$ cat src/sv/dea_pkg.sv
// ----------------------------------------------------------------------------
// dea_pkg
// shared widths and codes for the double ended array store
// ----------------------------------------------------------------------------
`timescale 1ns / 1ps
`default_nettype none

package dea_pkg;

  localparam int unsigned CMD_W   = 3;
  localparam int unsigned VALUE_W = 32;
  localparam int unsigned POS_W   = 6;
  localparam int unsigned COUNT_W = 7;
  localparam int unsigned STAT_W  = 2;

  typedef logic [CMD_W-1:0]          cmd_t;
  typedef logic signed [VALUE_W-1:0] value_t;
  typedef logic [POS_W-1:0]          pos_t;
  typedef logic [COUNT_W-1:0]        count_t;
  typedef logic [STAT_W-1:0]         stat_t;

  localparam cmd_t CMD_PUSH_BACK  = 3'd0;
  localparam cmd_t CMD_PUSH_FRONT = 3'd1;
  localparam cmd_t CMD_POP_BACK   = 3'd2;
  localparam cmd_t CMD_POP_FRONT  = 3'd3;
  localparam cmd_t CMD_READ       = 3'd4;

  localparam stat_t STAT_OK    = 2'd0;
  localparam stat_t STAT_EMPTY = 2'd1;
  localparam stat_t STAT_FULL  = 2'd2;
  localparam stat_t STAT_RANGE = 2'd3;

  localparam value_t VALUE_NONE  = 32'sd0;
  localparam value_t VALUE_RANGE = -32'sd1;

endpackage

`default_nettype wire

$ cat src/sv/dea_if.sv
// ----------------------------------------------------------------------------
// dea channel interfaces
// valid/ready channels for commands and results
// ----------------------------------------------------------------------------
`timescale 1ns / 1ps
`default_nettype none

interface dea_req_if;
  logic            valid;
  logic            ready;
  dea_pkg::cmd_t   command;
  dea_pkg::value_t value;
  dea_pkg::pos_t   position;

  modport source (output valid, command, value, position, input ready);
  modport sink (input valid, command, value, position, output ready);
endinterface

interface dea_rsp_if;
  logic            valid;
  logic            ready;
  dea_pkg::value_t read_data;
  dea_pkg::count_t element_count;
  dea_pkg::count_t reported_capacity;
  dea_pkg::stat_t  status;

  modport source (output valid, read_data, element_count, reported_capacity, status,
                  input ready);
  modport sink (input valid, read_data, element_count, reported_capacity, status,
                output ready);
endinterface

`default_nettype wire

$ cat src/sv/double_ended_array_store.sv
// ----------------------------------------------------------------------------
// double_ended_array_store
// ring-buffer deque of signed words with block-granular capacity reporting
// ----------------------------------------------------------------------------
// result: the result word is registered and valid in the cycle after the command word is taken
// throughput: one command per cycle while results are taken; each command makes at most one write
//   and one read of the element memory, whose read data is registered
// reset: empty store, front at entry 0, capacity one block; memory contents
//   are not cleared, only entries below the count are ever returned
`timescale 1ns / 1ps
`default_nettype none

module double_ended_array_store #(
  parameter int unsigned DEPTH = 64,
  parameter int unsigned BLOCK = 4
) (
  input  wire logic clk,
  input  wire logic rst,
  dea_req_if.sink   req,
  dea_rsp_if.source rsp
);

  import dea_pkg::*;

  localparam int unsigned PTR_W  = (DEPTH > 1) ? $clog2(DEPTH) : 1;
  localparam int unsigned CNT_W  = $clog2(DEPTH + 1);
  localparam int unsigned CAP_W  = $clog2(DEPTH + BLOCK + 1);
  localparam int unsigned SUM_W  = ((CNT_W > POS_W) ? CNT_W : POS_W) + 1;
  localparam int unsigned PH_W   = (BLOCK > 1) ? $clog2(BLOCK) : 1;
  localparam int unsigned EXT_W  = CAP_W + COUNT_W;
  localparam logic [PH_W-1:0] PH_ONE  = (BLOCK > 1) ? PH_W'(1) : PH_W'(0);
  localparam logic [PH_W-1:0] PH_LAST = PH_W'(BLOCK - 1);

  // architectural state
  logic [PTR_W-1:0] front;
  logic [CNT_W-1:0] count;
  logic [CAP_W-1:0] cap;
  logic [PH_W-1:0]  phase;   // count modulo block

  logic [PTR_W-1:0] front_next;
  logic [CNT_W-1:0] count_next;
  logic [CAP_W-1:0] cap_next;
  logic [PH_W-1:0]  phase_next;

  // result register
  logic  out_valid;
  stat_t out_status;
  logic  out_read_ok;
  logic  out_is_read;
  stat_t status_next;
  logic  read_ok_next;
  logic  is_read_next;

  logic             accept;
  logic             wr_en;
  logic [PTR_W-1:0] wr_addr;
  logic [PTR_W-1:0] rd_addr;
  logic [SUM_W-1:0] back_sum;
  logic [SUM_W-1:0] pos_sum;
  logic [SUM_W-1:0] back_wrap;
  logic [SUM_W-1:0] pos_wrap;
  logic [PTR_W-1:0] front_dec;
  logic [PTR_W-1:0] front_inc;
  logic [CAP_W-1:0] count_cap;
  logic [CAP_W-1:0] count_dec_cap;
  logic [31:0]      ram_rdata;
  logic [EXT_W-1:0] count_ext;
  logic [EXT_W-1:0] cap_ext;

  assign accept    = req.valid && req.ready;
  assign req.ready = !out_valid || rsp.ready;

  // ring index arithmetic, sums stay below twice the depth where used
  assign back_sum  = SUM_W'(front) + SUM_W'(count);
  assign pos_sum   = SUM_W'(front) + SUM_W'(req.position);
  assign back_wrap = (back_sum >= SUM_W'(DEPTH)) ? back_sum - SUM_W'(DEPTH) : back_sum;
  assign pos_wrap  = (pos_sum >= SUM_W'(DEPTH)) ? pos_sum - SUM_W'(DEPTH) : pos_sum;
  assign front_dec = (front == '0) ? PTR_W'(DEPTH - 1) : front - PTR_W'(1);
  assign front_inc = (front == PTR_W'(DEPTH - 1)) ? '0 : front + PTR_W'(1);
  assign rd_addr   = pos_wrap[PTR_W-1:0];

  assign count_cap     = CAP_W'(count);
  assign count_dec_cap = CAP_W'(count) - CAP_W'(1);

  always_comb begin
    front_next   = front;
    count_next   = count;
    cap_next     = cap;
    phase_next   = phase;
    status_next  = STAT_OK;
    read_ok_next = 1'b0;
    is_read_next = 1'b0;
    wr_en        = 1'b0;
    wr_addr      = back_wrap[PTR_W-1:0];
    unique case (req.command)
      CMD_PUSH_BACK, CMD_PUSH_FRONT: begin
        if (count == CNT_W'(DEPTH)) begin
          status_next = STAT_FULL;
        end else begin
          if (count_cap >= cap) begin
            cap_next = cap + CAP_W'(BLOCK);
          end
          if (req.command == CMD_PUSH_FRONT) begin
            front_next = front_dec;
            wr_addr    = front_dec;
          end
          wr_en      = 1'b1;
          count_next = count + CNT_W'(1);
          phase_next = (phase == PH_LAST) ? '0 : phase + PH_W'(1);
        end
      end
      CMD_POP_BACK, CMD_POP_FRONT: begin
        if (count == '0) begin
          status_next = STAT_EMPTY;
        end else begin
          if (req.command == CMD_POP_FRONT) begin
            front_next = front_inc;
          end
          count_next = count - CNT_W'(1);
          phase_next = (phase == '0) ? PH_LAST : phase - PH_W'(1);
          // shrink when the new count lands on a block boundary, keeping one spare block and at least one block
          if (phase == PH_ONE && cap != count_dec_cap + CAP_W'(BLOCK) &&
              cap > CAP_W'(BLOCK)) begin
            cap_next = cap - CAP_W'(BLOCK);
          end
        end
      end
      CMD_READ: begin
        is_read_next = 1'b1;
        if (SUM_W'(req.position) < SUM_W'(count)) begin
          read_ok_next = 1'b1;
        end else begin
          status_next = STAT_RANGE;
        end
      end
      default: begin
      end
    endcase
  end

  always_ff @(posedge clk) begin
    if (rst) begin
      front     <= '0;
      count     <= '0;
      cap       <= CAP_W'(BLOCK);
      phase     <= '0;
      out_valid <= 1'b0;
    end else begin
      if (accept) begin
        front     <= front_next;
        count     <= count_next;
        cap       <= cap_next;
        phase     <= phase_next;
        out_valid <= 1'b1;
      end else if (rsp.ready) begin
        out_valid <= 1'b0;
      end
    end
  end

  always_ff @(posedge clk) begin
    if (accept) begin
      out_status  <= status_next;
      out_read_ok <= read_ok_next;
      out_is_read <= is_read_next;
    end
  end

  dea_ram #(
    .DEPTH (DEPTH),
    .WIDTH (VALUE_W)
  ) u_ram (
    .clk   (clk),
    .we    (accept && wr_en),
    .waddr (wr_addr),
    .wdata (req.value),
    .re    (accept),
    .raddr (rd_addr),
    .rdata (ram_rdata)
  );

  // state only moves on accept, so it always matches the word on display
  assign count_ext = EXT_W'(count);
  assign cap_ext   = EXT_W'(cap);

  assign rsp.valid             = out_valid;
  assign rsp.status            = out_status;
  assign rsp.element_count     = count_ext[COUNT_W-1:0];
  assign rsp.reported_capacity = cap_ext[COUNT_W-1:0];

  always_comb begin
    priority if (out_read_ok) begin
      rsp.read_data = ram_rdata;
    end else if (out_is_read) begin
      rsp.read_data = VALUE_RANGE;
    end else begin
      rsp.read_data = VALUE_NONE;
    end
  end

endmodule

`default_nettype wire

$ cat src/sv/dea_ram.sv
// ----------------------------------------------------------------------------
// dea_ram
// element memory, one write and one read port, registered read data
// ----------------------------------------------------------------------------
`timescale 1ns / 1ps
`default_nettype none

module dea_ram #(
  parameter int unsigned DEPTH = 64,
  parameter int unsigned WIDTH = 32
) (
  input  wire logic                     clk,
  input  wire logic                     we,
  input  wire logic [$clog2(DEPTH)-1:0] waddr,
  input  wire logic [WIDTH-1:0]         wdata,
  input  wire logic                     re,
  input  wire logic [$clog2(DEPTH)-1:0] raddr,
  output      logic [WIDTH-1:0]         rdata
);

  logic [WIDTH-1:0] mem [DEPTH];

  always_ff @(posedge clk) begin
    if (we) begin
      mem[waddr] <= wdata;
    end
  end

  always_ff @(posedge clk) begin
    if (re) begin
      rdata <= mem[raddr];
    end
  end

endmodule

`default_nettype wire

$ cat src/flat_wrapper.sv
// flat-port wrapper written by rule: the top's interface ports become plain ports
module double_ended_array_store_flat import dea_pkg::*;
#(
  parameter int unsigned DEPTH = 64,
  parameter int unsigned BLOCK = 4
)
  (clk, rst, req_valid, req_command, req_value, req_position, req_ready, rsp_valid, rsp_read_data, rsp_element_count, rsp_reported_capacity, rsp_status, rsp_ready);
  dea_req_if req_i ();
  dea_rsp_if rsp_i ();
  input  wire logic clk;
  input  wire logic rst;
  input wire logic [$bits(req_i.valid)-1:0] req_valid;
  input wire logic [$bits(req_i.command)-1:0] req_command;
  input wire logic [$bits(req_i.value)-1:0] req_value;
  input wire logic [$bits(req_i.position)-1:0] req_position;
  output wire logic [$bits(req_i.ready)-1:0] req_ready;
  output wire logic [$bits(rsp_i.valid)-1:0] rsp_valid;
  output wire logic [$bits(rsp_i.read_data)-1:0] rsp_read_data;
  output wire logic [$bits(rsp_i.element_count)-1:0] rsp_element_count;
  output wire logic [$bits(rsp_i.reported_capacity)-1:0] rsp_reported_capacity;
  output wire logic [$bits(rsp_i.status)-1:0] rsp_status;
  input wire logic [$bits(rsp_i.ready)-1:0] rsp_ready;
  assign req_i.valid = req_valid;
  assign req_i.command = req_command;
  assign req_i.value = req_value;
  assign req_i.position = req_position;
  assign req_ready = req_i.ready;
  assign rsp_valid = rsp_i.valid;
  assign rsp_read_data = rsp_i.read_data;
  assign rsp_element_count = rsp_i.element_count;
  assign rsp_reported_capacity = rsp_i.reported_capacity;
  assign rsp_status = rsp_i.status;
  assign rsp_i.ready = rsp_ready;
  double_ended_array_store #(.DEPTH(DEPTH), .BLOCK(BLOCK)) u_core (.clk(clk), .rst(rst), .req(req_i), .rsp(rsp_i));
endmodule
$ cat config.mk
export PLATFORM = sky130hd
export DESIGN_NAME = double_ended_array_store_flat
export DESIGN_NICKNAME = d
export VERILOG_FILES = /design/src/sv/dea_pkg.sv /design/src/sv/dea_if.sv /design/src/sv/double_ended_array_store.sv /design/src/sv/dea_ram.sv /design/src/flat_wrapper.sv
export SDC_FILE = /design/constraint.sdc
export NUM_CORES = 2
export LEC_CHECK = 0
export BUFFER_PORTS_ARGS = -buffer_cell sky130_fd_sc_hd__buf_2
export CORE_MARGIN = 4
export CORE_UTILIZATION = 65
export DETAILED_ROUTE_END_ITERATION = 6
export PLACE_DENSITY = 0.8
export SLEW_MARGIN = 30
export SYNTH_ARGS = -nofsm -noshare
export SYNTH_HDL_FRONTEND = slang
export SYNTH_SLANG_ARGS = --single-unit
$ cat constraint.sdc
create_clock -name clk -period 6.8 [get_ports clk]
set_input_delay 1.02 -clock clk [delete_from_list [all_inputs] [get_ports clk]]
set_output_delay 1.02 -clock clk [all_outputs]
set_load 0.02 [all_outputs]
==> metrics <==
status complete, but fails checks; failing checks DRC; vias per inst 7.70; post-CTS sizing 0; P&R area growth vs syn 12.2%; placed inst area 0.0852 sq mm; CTS root buf clkbuf_16; Setup CP Type reg2reg; crit path DAT 5790 ps; half-perimeter wire length after placement 114000 um; Synth Instances 3513; Main synth FF type edfxtp_1; gr busiest metal met2; antenna-violating nets left 0; Num CTS Buffers 199; Tcrit/Tclk final 78.3%; Initial Util 65.8%; CP Launch Type register; cell area after synthesis 0.0819 sq mm; Max Clock Skew 39.4 ps; gr usage total 35.6%; Final Setup Violations 0; setup TNS 0 ps; placed cell count 5167; slew margin rel. 24.1%; GP Congestion 0.901; # IOs 95; hold buffers post-CTS 0; Achievable Freq 188 MHz; Post-Layout Cell Count 5549; Syn Area/Cell 23.3 sq um; initial antenna violation count 8; Pwr Density 309 mW/mm^2; Worst EP required 7260 ps; Core Region 0.124 sq mm; vias in the first global route 42.8k; CP Capture Type register; nets@finish 3816; Yosys Warn Count 0; Post-synth EDFFs 2084; Worst-Margin Slew 1140 ps; M1 GR Usage 48.6%; design area 0.0919 sq mm; post-layout min period 5320 ps; DIE AREA 0.132 sq mm; vias after detailed routing 42.7k; Core Rows 129; worst-path maximum fanout 20; DR DRC count 36; Netlist cell types 61; final number of hold-violating endpoints 0; share of layout cells above drive strength 1 31.5%; DRT Pass-1 Iters 7; 1st-iter DRT viols 8650; M2 GR Usage 55.2%; CTS tree yes; clk_lat worst skew 860 ps; max-cap violations 0; first-pass GRT wire length 326000 um; Pins Over Slew Limit 0; Min-Delay Path Class in2reg; ys async rst share 0%; P_leak 28.8 nW; H-tree depth 4; RSZ-0062 raised after global routing no; worst hold slack 445 ps; largest net degree at the start of global routing 104; clock transition at the registers of the reported paths 70 ps; Die Height 363 um; detailed-route wire length per cell 41.9 um; sequential fraction of the synthesis area 76.9%; GR Util met3 9.82%; Power, Total 28.4 mW; synthesis-stage register bit count 2105; grt total ovfl 0; PortBufs 92; Sink Count 2105; Layout fillers 6102; Total Routed Length 232000 um; postcts setup bufs 0; Die W 363 um; clock tree buffer depth 3; worst vdd ir 0.000325 V
-- placed cells by master, fill, tap and decap left out, types with 24 or more instances in the layout --
| cell | instances |
|---|---|
| nor2b_1 | 38 |
| clkbuf_16 | 199 |
| a21oi_1 | 55 |
| clkinv_2 | 42 |
| buf_4 | 122 |
| mux2i_1 | 36 |
| inv_1 | 24 |
| clkinv_1 | 46 |
| clkbuf_1 | 36 |
| nor2_1 | 40 |
| buf_2 | 62 |
| edfxtp_1 | 2084 |
| mux4_2 | 640 |
| ha_1 | 31 |
| nor2_4 | 64 |
| nand2_1 | 102 |
| a211oi_1 | 32 |
-- worst max-delay path, stage by stage (launching register included) --
cell and delay, ps:
dfxtp_1 420, inv_1 240, ha_1 420, nand2b_1 250, o311ai_4 530, nor2_1 170, a211oi_2 690, nand2_1 770
nor2_4 840, buf_4 580
-- layer usage --
metal  up-vias  part of all wire (%)
li1      15400                     -
met2      4711                    48
met5         -                     0
met4         0                   5.7
met1     21700                    32
met3       924                    14
-- area by class of cell --
type | instances | area (sq um) | area share [%]
clock inverters | 136 | 1320 | 1.43
diodes | 5 | 12.5 | 0.0136
clock buffers | 235 | 5110 | 5.57
multi-input cells | 1194 | 18500 | 20.1
well taps | 1637 | 2050 | 2.23
inverters | 25 | 93.8 | 0.102
repair buffers | 212 | 1850 | 2.01
flip-flops and latches | 2105 | 63000 | 68.6
-- power by group --
group          switching (mW)  leakage (nW)  internal [mW]
sequential             0.0821          18.9           14.3
clock                    5.03          3.14           6.17
combinational            1.61          6.79           1.14
-- cell families after synthesis --
group | share of synthesized area, %
other | 0.00458
AND/OR/NAND/NOR | 1.59
flip-flops | 76.9
adder cells (fa/ha/maj) | 0.538
buffers and inverters | 1.25
multiplexers | 18.1
AO/OA/AOI/OAI | 1.32
XOR/XNOR | 0.278
-- final timing paths --
path | start | to | slack [ps] | depth (start not counted)
min | req_valid | u_core.rsp.valid$_SDFFE_PP0P_ | 450 | 3
max | u_core.rsp.element_count[1]$_SDFFE_PP0P_ | u_core.u_ram.mem[23][23]$_DFFE_PP_ | 1480 | 9
max reg2reg | u_core.rsp.element_count[1]$_SDFFE_PP0P_ | u_core.u_ram.mem[23][23]$_DFFE_PP_ | 1480 | 9
min reg2reg | u_core.phase[1]$_SDFFE_PP0P_ | u_core.phase[1]$_SDFFE_PP0P_ | 560 | 2
-- flip-flops by register name (all words and copies together), names as in the netlist --
name and cells:
u_core.u_ram.mem 2048, u_core.rsp.element_count 7, u_core.rsp.valid 1, u_core.front 6
u_core.rsp.status 2, u_core.out_read_ok 1, u_core.out_is_read 1, u_core.u_ram.rdata 32
u_core.phase 2, u_core.rsp.reported_capacity 5
-- cells in the mapped netlist, types with 11 or more instances --
cell type | count | area share [%]
edfxtp_1 | 2084 | 76
mux4_2 | 640 | 18
nor2_1 | 104 | 0.48
nand2_1 | 103 | 0.47
clkbuf_1 | 86 | 0.39
buf_2 | 68 | 0.42
a21oi_1 | 55 | 0.34
a211oi_1 | 40 | 0.37
nor2b_1 | 38 | 0.29
mux2i_1 | 36 | 0.44
ha_1 | 32 | 0.49
inv_1 | 25 | 0.11
dfxtp_1 | 21 | 0.51
xnor2_1 | 20 | 0.21
buf_1 | 13 | 0.060
o21ai_0 | 13 | 0.079
buf_6 | 12 | 0.17
buf_4 | 11 | 0.10
nand3_1 | 11 | 0.067
-- per-stage QoR --
stage / setup WS (ps) / util (%)
after floorplan: 2150 / -
after global placement: 1210 / 68.3
after detailed placement: 1070 / 68.4
after CTS: 1590 / 73.6
after global routing: 1420 / 73.8
final: 1480 / 73.8
(Power assumes the default switching activity.)
